==> src/hdl/slcf_pkg.sv <==
// ---------------------------------------------------------------------------
// slcf_pkg: shared types and constants of the sync/length/checksum framer
// Holds the item operation codes, the sync byte values and the result group
// that one accepted item turns into.
// ---------------------------------------------------------------------------
package slcf_pkg;

    // Operation carried on the slave-side tuser bit.
    typedef enum logic {
        OP_START   = 1'b0,
        OP_PAYLOAD = 1'b1
    } op_t;

    localparam logic [7:0] SYNC_FIRST  = 8'hFF;
    localparam logic [7:0] SYNC_SECOND = 8'h55;

    // Most words that a single item can produce (header plus checksum).
    localparam int MAX_RESULTS = 6;
    localparam int CNT_W       = $clog2(MAX_RESULTS + 1);

    localparam int BYTE_W = 8;
    localparam int LEN_W  = 16;

    // One output word as it leaves the block.
    typedef struct packed {
        logic [BYTE_W-1:0] data;
        logic              last;
        logic              err;
    } entry_t;

    // All words produced by one accepted item, entry 0 goes out first.
    typedef struct packed {
        entry_t [MAX_RESULTS-1:0] ent;
        logic   [CNT_W-1:0]       cnt;
    } group_t;

    // Two's complement of the running sum, modulo 256.
    function automatic logic [BYTE_W-1:0] checksum_of(input logic [BYTE_W-1:0] sum);
        return (~sum) + BYTE_W'(1);
    endfunction

endpackage

==> src/hdl/slcf_frame_ctl.sv <==
// ---------------------------------------------------------------------------
// slcf_frame_ctl: frame state and result group builder
// Keeps the open-frame flag, the remaining payload count and the running
// sum, and turns the item at the input into the group of words it causes.
// ---------------------------------------------------------------------------
module slcf_frame_ctl (
    input  logic                      aclk,
    input  logic                      aresetn,
    input  logic                      item_accept,
    input  slcf_pkg::op_t             item_op,
    input  logic [7:0]                item_cmd,
    input  logic [15:0]               item_plen,
    input  logic [7:0]                item_pbyte,
    output slcf_pkg::group_t          group
);
    import slcf_pkg::*;

    logic              frame_open_reg, frame_open_next;
    logic [LEN_W-1:0]  remaining_reg,  remaining_next;
    logic [BYTE_W-1:0] sum_reg,        sum_next;

    // Build the group and the next frame state for the presented item.
    always_comb begin
        logic [LEN_W-1:0]  len_val;
        logic [BYTE_W-1:0] hdr_sum;
        logic [BYTE_W-1:0] pay_sum;
        logic [LEN_W-1:0]  rem_dec;

        len_val = item_plen + LEN_W'(1);
        hdr_sum = len_val[15:8] + len_val[7:0] + item_cmd;
        pay_sum = sum_reg + item_pbyte;
        rem_dec = remaining_reg - LEN_W'(1);

        group           = '0;
        frame_open_next = frame_open_reg;
        remaining_next  = remaining_reg;
        sum_next        = sum_reg;

        case (item_op)
            OP_START: begin
                group.ent[0] = '{data: SYNC_FIRST,    last: 1'b0, err: frame_open_reg};
                group.ent[1] = '{data: SYNC_SECOND,   last: 1'b0, err: 1'b0};
                group.ent[2] = '{data: len_val[15:8], last: 1'b0, err: 1'b0};
                group.ent[3] = '{data: len_val[7:0],  last: 1'b0, err: 1'b0};
                group.ent[4] = '{data: item_cmd,      last: 1'b0, err: 1'b0};
                remaining_next = item_plen;
                if (item_plen == '0) begin
                    // Empty payload: the checksum closes the frame at once.
                    group.ent[5]    = '{data: checksum_of(hdr_sum), last: 1'b1, err: 1'b0};
                    group.cnt       = CNT_W'(6);
                    frame_open_next = 1'b0;
                    sum_next        = '0;
                end else begin
                    group.cnt       = CNT_W'(5);
                    frame_open_next = 1'b1;
                    sum_next        = hdr_sum;
                end
            end
            OP_PAYLOAD: begin
                if (!frame_open_reg) begin
                    // Stray payload byte outside any frame.
                    group.ent[0] = '{data: '0, last: 1'b0, err: 1'b1};
                    group.cnt    = CNT_W'(1);
                end else begin
                    group.ent[0]   = '{data: item_pbyte, last: 1'b0, err: 1'b0};
                    remaining_next = rem_dec;
                    if (rem_dec == '0) begin
                        group.ent[1]    = '{data: checksum_of(pay_sum), last: 1'b1, err: 1'b0};
                        group.cnt       = CNT_W'(2);
                        frame_open_next = 1'b0;
                        sum_next        = '0;
                    end else begin
                        group.cnt = CNT_W'(1);
                        sum_next  = pay_sum;
                    end
                end
            end
            default: begin
                group = '0;
            end
        endcase
    end

    // Frame state advances only when an item is taken.
    always_ff @(posedge aclk) begin
        if (!aresetn) begin
            frame_open_reg <= 1'b0;
            remaining_reg  <= '0;
            sum_reg        <= '0;
        end else if (item_accept) begin
            frame_open_reg <= frame_open_next;
            remaining_reg  <= remaining_next;
            sum_reg        <= sum_next;
        end
    end

endmodule

==> src/hdl/sync_length_checksum_framer_top.sv <==
// ---------------------------------------------------------------------------
// sync_length_checksum_framer_top: byte framer with sync, length and checksum
// Start items emit a five-byte header, payload items pass their byte or,
// outside a frame, an error word, and the checksum byte ends each frame.
// ---------------------------------------------------------------------------
//  Channel  | Direction | tdata (low bit first)              | tlast      | tuser
//  s_       | in        | command, payload_length, payload_byte | -       | operation
//  m_       | out       | out_byte                           | frame_last | error
//
//  Each accepted item is loaded into the group register: a payload item
//  gives one word, the payload byte that closes a frame two, a start
//  item five, a start with empty payload six. The single output word
//  register moves one word per cycle out of the group register while m_
//  is not stalled. Reset is synchronous and clears the frame state and
//  both valid flags; a stall on m_ holds the words in place and backs up
//  into s_tready once the group register is occupied.
// ---------------------------------------------------------------------------
module sync_length_checksum_framer_top (
    input  logic        aclk,
    input  logic        aresetn,
    input  logic        s_tvalid,
    output logic        s_tready,
    input  logic [31:0] s_tdata,   // command[7:0], payload_length[23:8], payload_byte[31:24]
    input  logic        s_tuser,   // operation
    output logic        m_tvalid,
    input  logic        m_tready,
    output logic [7:0]  m_tdata,   // out_byte[7:0]
    output logic        m_tlast,
    output logic        m_tuser    // error
);
    import slcf_pkg::*;

    logic   s_accept;
    group_t new_group;

    entry_t [MAX_RESULTS-1:0] ent_reg, ent_next;
    logic   [CNT_W-1:0]       cnt_reg, cnt_next;

    logic   out_valid_reg, out_valid_next;
    entry_t out_reg, out_next;

    logic grp_valid;
    logic out_free;
    logic move;
    logic grp_done;

    // Handshake: a new item enters when the group register is empty or drains this cycle.
    assign grp_valid = (cnt_reg != '0);
    assign out_free  = !out_valid_reg || m_tready;
    assign move      = grp_valid && out_free;
    assign grp_done  = move && (cnt_reg == CNT_W'(1));
    assign s_tready  = !grp_valid || grp_done;
    assign s_accept  = s_tvalid && s_tready;

    slcf_frame_ctl u_frame_ctl (
        .aclk        (aclk),
        .aresetn     (aresetn),
        .item_accept (s_accept),
        .item_op     (op_t'(s_tuser)),
        .item_cmd    (s_tdata[7:0]),
        .item_plen   (s_tdata[23:8]),
        .item_pbyte  (s_tdata[31:24]),
        .group       (new_group)
    );

    // Group register: load a new group or shift out the word just moved.
    always_comb begin
        ent_next = ent_reg;
        cnt_next = cnt_reg;
        if (s_accept) begin
            ent_next = new_group.ent;
            cnt_next = new_group.cnt;
        end else if (move) begin
            for (int i = 0; i < MAX_RESULTS - 1; i++) begin
                ent_next[i] = ent_reg[i+1];
            end
            cnt_next = cnt_reg - CNT_W'(1);
        end
    end

    // Output word register.
    always_comb begin
        out_valid_next = out_valid_reg;
        out_next       = out_reg;
        if (move) begin
            out_valid_next = 1'b1;
            out_next       = ent_reg[0];
        end else if (m_tready) begin
            out_valid_next = 1'b0;
        end
    end

    always_ff @(posedge aclk) begin
        if (!aresetn) begin
            cnt_reg       <= '0;
            out_valid_reg <= 1'b0;
        end else begin
            cnt_reg       <= cnt_next;
            out_valid_reg <= out_valid_next;
        end
    end

    always_ff @(posedge aclk) begin
        ent_reg <= ent_next;
        out_reg <= out_next;
    end

    assign m_tvalid = out_valid_reg;
    assign m_tdata  = out_reg.data;
    assign m_tlast  = out_reg.last;
    assign m_tuser  = out_reg.err;

endmodule
==> config.mk <==
export PLATFORM = sky130hd
export DESIGN_NAME = sync_length_checksum_framer_top
export DESIGN_NICKNAME = d
export VERILOG_FILES = /design/src/hdl/slcf_pkg.sv /design/src/hdl/slcf_frame_ctl.sv /design/src/hdl/sync_length_checksum_framer_top.sv
export SDC_FILE = /design/constraint.sdc
export NUM_CORES = 1
export LEC_CHECK = 0
export BUFFER_PORTS_ARGS = -buffer_cell sky130_fd_sc_hd__buf_2
export CAP_MARGIN = 5
export CORE_MARGIN = 2
export CORE_UTILIZATION = 50
export DETAILED_ROUTE_END_ITERATION = 12
export HOLD_SLACK_MARGIN = 0.08
export PLACE_DENSITY = 0.68
export SYNTH_ARGS = -nofsm -noshare
export SYNTH_HDL_FRONTEND = slang
export SYNTH_HIERARCHICAL = 1
export SYNTH_SLANG_ARGS = --single-unit
==> constraint.sdc <==
create_clock -name aclk -period 9.46 [get_ports aclk]
set_input_delay 0.946 -clock aclk [delete_from_list [all_inputs] [get_ports aclk]]
set_output_delay 0.946 -clock aclk [all_outputs]
set_load 0.03 [all_outputs]
# Yosys cells after proc, flatten, opt, wreduce, memory -nomap -nowiden
# Cells that the tools add are included.
# classes
add_sub_neg,8
mul,0
div_mod_pow,0
order_cmp,0
eq_ne,2
shifts,0
n_mux,24
n_bitwise,4
reduce_logical,14
# op_table
cell,n
2-to-1 mux 50 bit,2
one-hot mux 23 bit (2 select lines),1
logical NOT 16 bit,2
one-hot mux 16 bit (2 select lines),1
2-to-1 mux 30 bit,1
adder 8 bit,3
2-to-1 mux 8 bit,3
2-to-1 mux 10 bit,2
"adder 16 x 1 -> 16 bit, second input constant",1
"adder 8 x 1 -> 8 bit, second input constant",2
2-to-1 mux 16 bit,1
inverter 8 bit,2
one-hot mux 8 bit (2 select lines),1
"subtractor 16 x 1 -> 16 bit, second input constant",1
2-to-1 mux 13 bit,1
2-to-1 mux 2 bit,3
2-to-1 mux 3 bit,2
2-to-1 mux 1 bit,5
nonzero test 2 bit,2
"== test 3 x 1 -> 1 bit, second input constant",1
logical AND 1 bit,3
nonzero test 3 bit,1
"subtractor 3 x 1 -> 3 bit, second input constant",1
logical NOT 1 bit,2
6 further kinds,8
# word_totals
reg_bits,99
latchBits,0
ramBits,0
mem_bits_ro,0
input_bits,37
output_inout_bits,12
n_memories,0

# Depth between registers and ports, before layout
# depth
word_depth,7
depth_mapped,17

# Cells and area by module
# Netlist, hierarchy kept.
# modules_own_cells
mod,instances,cells_per_inst,area_per_inst_um2,seq_area_each_um2
sync_length_checksum_framer_top,1,159,3253.1,2182.1
slcf_frame_ctl,1,458,3241.9,500.5

# Least setup slack after synthesis
# No wires, ideal clock.
# synth_timing
path_kind,input to register
from,in m_tready
to,"reg ent_reg[0] in the netlist's numbering, enable pin"
setup_ns,0.527
arrival_time_ns,4.688
t_required_ns,8.933
setup_slack_ns,4.245
path_stages,2
path_buffers,0
path_cell_list,and2b_2 -> o21ai_0
# synth_between
elab_chain_cells,6
# synth_lines
item,line,rtl
from (decl),sync_length_checksum_framer_top.sv:26,"input logic m_tready,"
logical OR 1 bit (*),sync_length_checksum_framer_top.sv:49,assign out_free = !out_valid_reg || m_tready;
logical AND 1 bit (*),sync_length_checksum_framer_top.sv:50,assign move = grp_valid && out_free;
logical AND 1 bit,sync_length_checksum_framer_top.sv:51,assign grp_done = move && (cnt_reg == CNT_W'(1));
logical OR 1 bit,sync_length_checksum_framer_top.sv:52,assign s_tready = !grp_valid || grp_done;
logical AND 1 bit,sync_length_checksum_framer_top.sv:53,assign s_accept = s_tvalid && s_tready;
nonzero test 2 bit (no line) (*),--,
to (signal assigned),sync_length_checksum_framer_top.sv:104,ent_reg <= ent_next;
to (decl),sync_length_checksum_framer_top.sv:36,"entry_t [MAX_RESULTS-1:0] ent_reg, ent_next;"
# Every way passes the cells marked *; elsewhere a longest branch is shown, timed or not.
# A chain may end at the register's enable or synchronous reset.

# Final worst setup path
# layout_timing
from,in s_tdata[8]
to,"reg ent_reg[59] in the netlist's numbering, data pin"
# layout_between
elab_chain_cells,5
elab_cells_between_ends,8
cone_classes,add/sub (4); bitwise (2); reduce/logical (2)
# layout_lines
item,line,rtl
from (decl),sync_length_checksum_framer_top.sv:23,"input logic [31:0] s_tdata,"
adder 16 x 1 -> 16 bit,slcf_frame_ctl.sv:29,len_val = item_plen + LEN_W'(1);
adder 8 bit (2 in series),slcf_frame_ctl.sv:30,hdr_sum = len_val[15:8] + len_val[7:0] + item_cmd;
inverter 8 bit,slcf_pkg.sv:39,return (~sum) + BYTE_W'(1);
adder 8 x 1 -> 8 bit,slcf_pkg.sv:39,
# Parallel ways exist; a longest one is shown, timed or not.

==> flow_metrics.tcl <==
set metrics [dict create \
    diodes 0 \
    grt_pass1_wl_mm 23.5 \
    synth.area.top_cells "edfxtp_1 (32%), mux2_4 (11%), dfxtp_1 (8.9%)" \
    hold_violations 0 \
    num_rows 41 \
    regArea_um2 2680 \
    multi_input_area_um2 3430 \
    tightest_slew_ns 1.07 \
    postCtsHoldBufs 0 \
    endpoint_kind "flop" \
    pwr-share-comb_pct 44.6 \
    cts_tree "yes" \
    slew_violations 0 \
    fin_nets 719 \
    fin_worst_hold_slack_ns 0.419 \
    cts_resized 0 \
    ys_warn_count 6 \
    setup_violations 0 \
    rsz0062_at_grt "false" \
    largest_reg_flops 60 \
    post_cts_buffers 0 \
    fmaxAchievable_mhz 228 \
    p_sw_share_pct 36.7 \
    cp_data_required_time_ns 9.54 \
    grt_use_total_pct 21.3 \
    grt_max_degree 69 \
    maxCapViolCount 0 \
    numPortBuffers 48 \
    hpwl_mm 10.2 \
    cts_root_buffer "clkbuf_16" \
    gp_congestion 0.908 \
    die_height_um 118 \
    antenna_found_initial 0 \
    cts.clk_slew.worst_paths_ns 0.07 \
    grt_pass1_vias 4442 \
    ys_seq_elements 99 \
    timing.final.crit_period_ns 4.38 \
    synth-seq-area-share_pct 41.3 \
    final_core_util_pct 55.9 \
    drc 0 \
    finalSetupTns_ns 0 \
    ir_drop_mv 0.147 \
    cts_made_buffers 9 \
    synth_top_area_share_pct 32.4 \
    synthFlopType "edfxtp_1" \
    syn_inst 617 \
    drive_gt1_share_pct 21.1 \
    die_area_um2 13900 \
    cts_sinks 99 \
    worstPathArrival_ns 4.47 \
    p_leak_nw 2.96 \
    insertion_delay_ns 0.35 \
    io_pins 49 \
    core_um2 12700 \
    crit_fanout 6 \
    cts_max_level 3 \
    synth_edf_count 70 \
    drt_wl_total_mm 14.5 \
    syn_area_um2 6490 \
    power.sequential.fraction_pct 37.1 \
    finalPower_w 0.00221 \
    clkPwrFrac_pct 18.4 \
    final_area_um2 7080 \
    yosys.area.top_type "edfxtp_1" \
    fin_skew_ns 0.00654 \
    placed_area_um2 6760 \
    drt_iter0_drc 459 \
    relSlewSlack_pct 28.7 \
    start_util_pct 51.3 \
    avgSynthCellArea_um2 10.5 \
    outcome "completed" \
    start_kind "primary input" \
    p_sw_w 0.000813 \
    p_int_w 0.00140 \
    viasPerCell 5.56 \
    hp-class "reg2reg" \
    async_flop_share_pct 0 \
    vias 4596 \
    powerDensity_nw_per_um2 313 \
    gr-total-overflow 0 \
    die_w_um 118 \
    route.antenna.remaining_nets 0 \
    post-route-period-util_pct 46.3 \
    synthToLayoutAreaGrowth_pct 9.07 \
    wl_per_cell_um 17.6 \
    fillers 1128 \
    drt-pass1-iter-count 5 \
    max-clock-path-buffers 2 \
    synth.distinct_cells 72 \
    criticalPathCategory "in2reg" \
]
-- layer usage --
metal	share of wire [%]	GRT usage [%]	vias up	routed length [um]
met5	0	0	-	0
met4	1.9	7.91	0	272
met3	4.9	3.29	16	713
met2	45	33.3	136	6600
met1	48	29.9	2190	6960
li1	-	-	2254	-
-- final cells by class --
class	count	area share, %
repair buffers	51	3.71
clock inverters	6	1.22
inverters	45	2.42
well taps	172	3.04
flip-flops and latches	99	37.9
multi-input cells	444	48.4
clock buffers	10	3.37
-- through the flow --
stage,cells,worst slack (ns)
global placement,811,4.84
global route,827,4.80
detailed placement,811,4.75
finish,827,5.08
floorplan,625,4.24
CTS,827,5.10
-- synthesized netlist by cell type (4+ instances only) --
library cell / instances
a41oi_1: 4
clkbuf_1: 20
xor2_1: 14
or3_1: 4
buf_12: 5
nor2_1: 71
nand2_1: 39
ha_1: 23
nor4_1: 6
dfxtp_1: 29
o21bai_1: 5
inv_1: 42
a31oi_1: 5
nor2b_1: 5
o31ai_1: 6
nand4_1: 6
a221oi_1: 6
mux2_4: 46
nand2b_1: 8
mux2_2: 4
edfxtp_1: 70
fa_1: 9
o21ai_0: 31
nor3_1: 11
and2_1: 9
nand3_1: 12
xnor2_1: 27
buf_4: 9
a21oi_1: 24
-- logic make-up after synthesis --
logic type / synth area share (%)
XOR/XNOR: 5.88
flip-flops: 41.3
adder cells (fa/ha/maj): 7.20
buffers and inverters: 6.57
other: 0.0577
multiplexers: 11.5
AND/OR/NAND/NOR: 15.7
AO/OA/AOI/OAI: 11.8
-- cell usage in the layout, fill, tap and decap left out, drive strengths merged, types with 5 or more instances in the layout --
cell    synthesis  routed
dfxtp          29      29
clkbuf         20      10
nand3          13      13
nor2           71      71
fa              9       9
nor2b           6       6
nand4           6       6
and2            9       9
a31oi           6       6
ha             23      23
edfxtp         70      70
conb            1       9
o21ai          31      31
nor3           12      12
xor2           14      14
mux2           50      50
nand2          40      40
a21oi          25      25
nor4            8       8
nand2b          9       9
o21bai          5       5
o31ai           6       6
buf            17      51
a221oi          6       6
xnor2          27      27
inv            45      46
-- power by group through the flow --
stage	clock network, W	registers (W)	logic [W]
2_1_floorplan	0	0.000866	0.000765
3_3_place_gp	0	0.000818	0.000960
3_5_place_dp	0	0.000829	0.000981
4_1_cts	0.000413	0.000820	0.000987
5_1_grt	0.000433	0.000838	0.00107
6_report	0.000406	0.000820	0.000987
-- worst paths after layout --
check                           slack (ns)  cells past startpoint        from                      endpoint
worst max register to register        5.95                     11  cnt_reg[0]  u_frame_ctl/remaining_reg[2]
worst max-delay path                  5.08                     17  s_tdata[8]                   ent_reg[59]
worst min-delay path                  0.42                      0  ent_reg[0]                       m_tuser
worst min register to register        0.42                      0  ent_reg[0]                       m_tuser
-- critical path, stage by stage --
cell      delay (ns)
buf_2           0.16
ha_1            0.22
nand2_1         0.07
nor2_1          0.14
and3_1          0.22
and2_1          0.18
nand2_1         0.08
xor2_1          0.17
fa_1            0.49
inv_1           0.07
fa_1            0.47
a211oi_1        0.32
o21bai_1        0.12
a21oi_1         0.21
xnor3_1         0.37
xor2_1          0.17
nor2_1          0.06
Note: power is estimated with default switching activity, not from simulation.
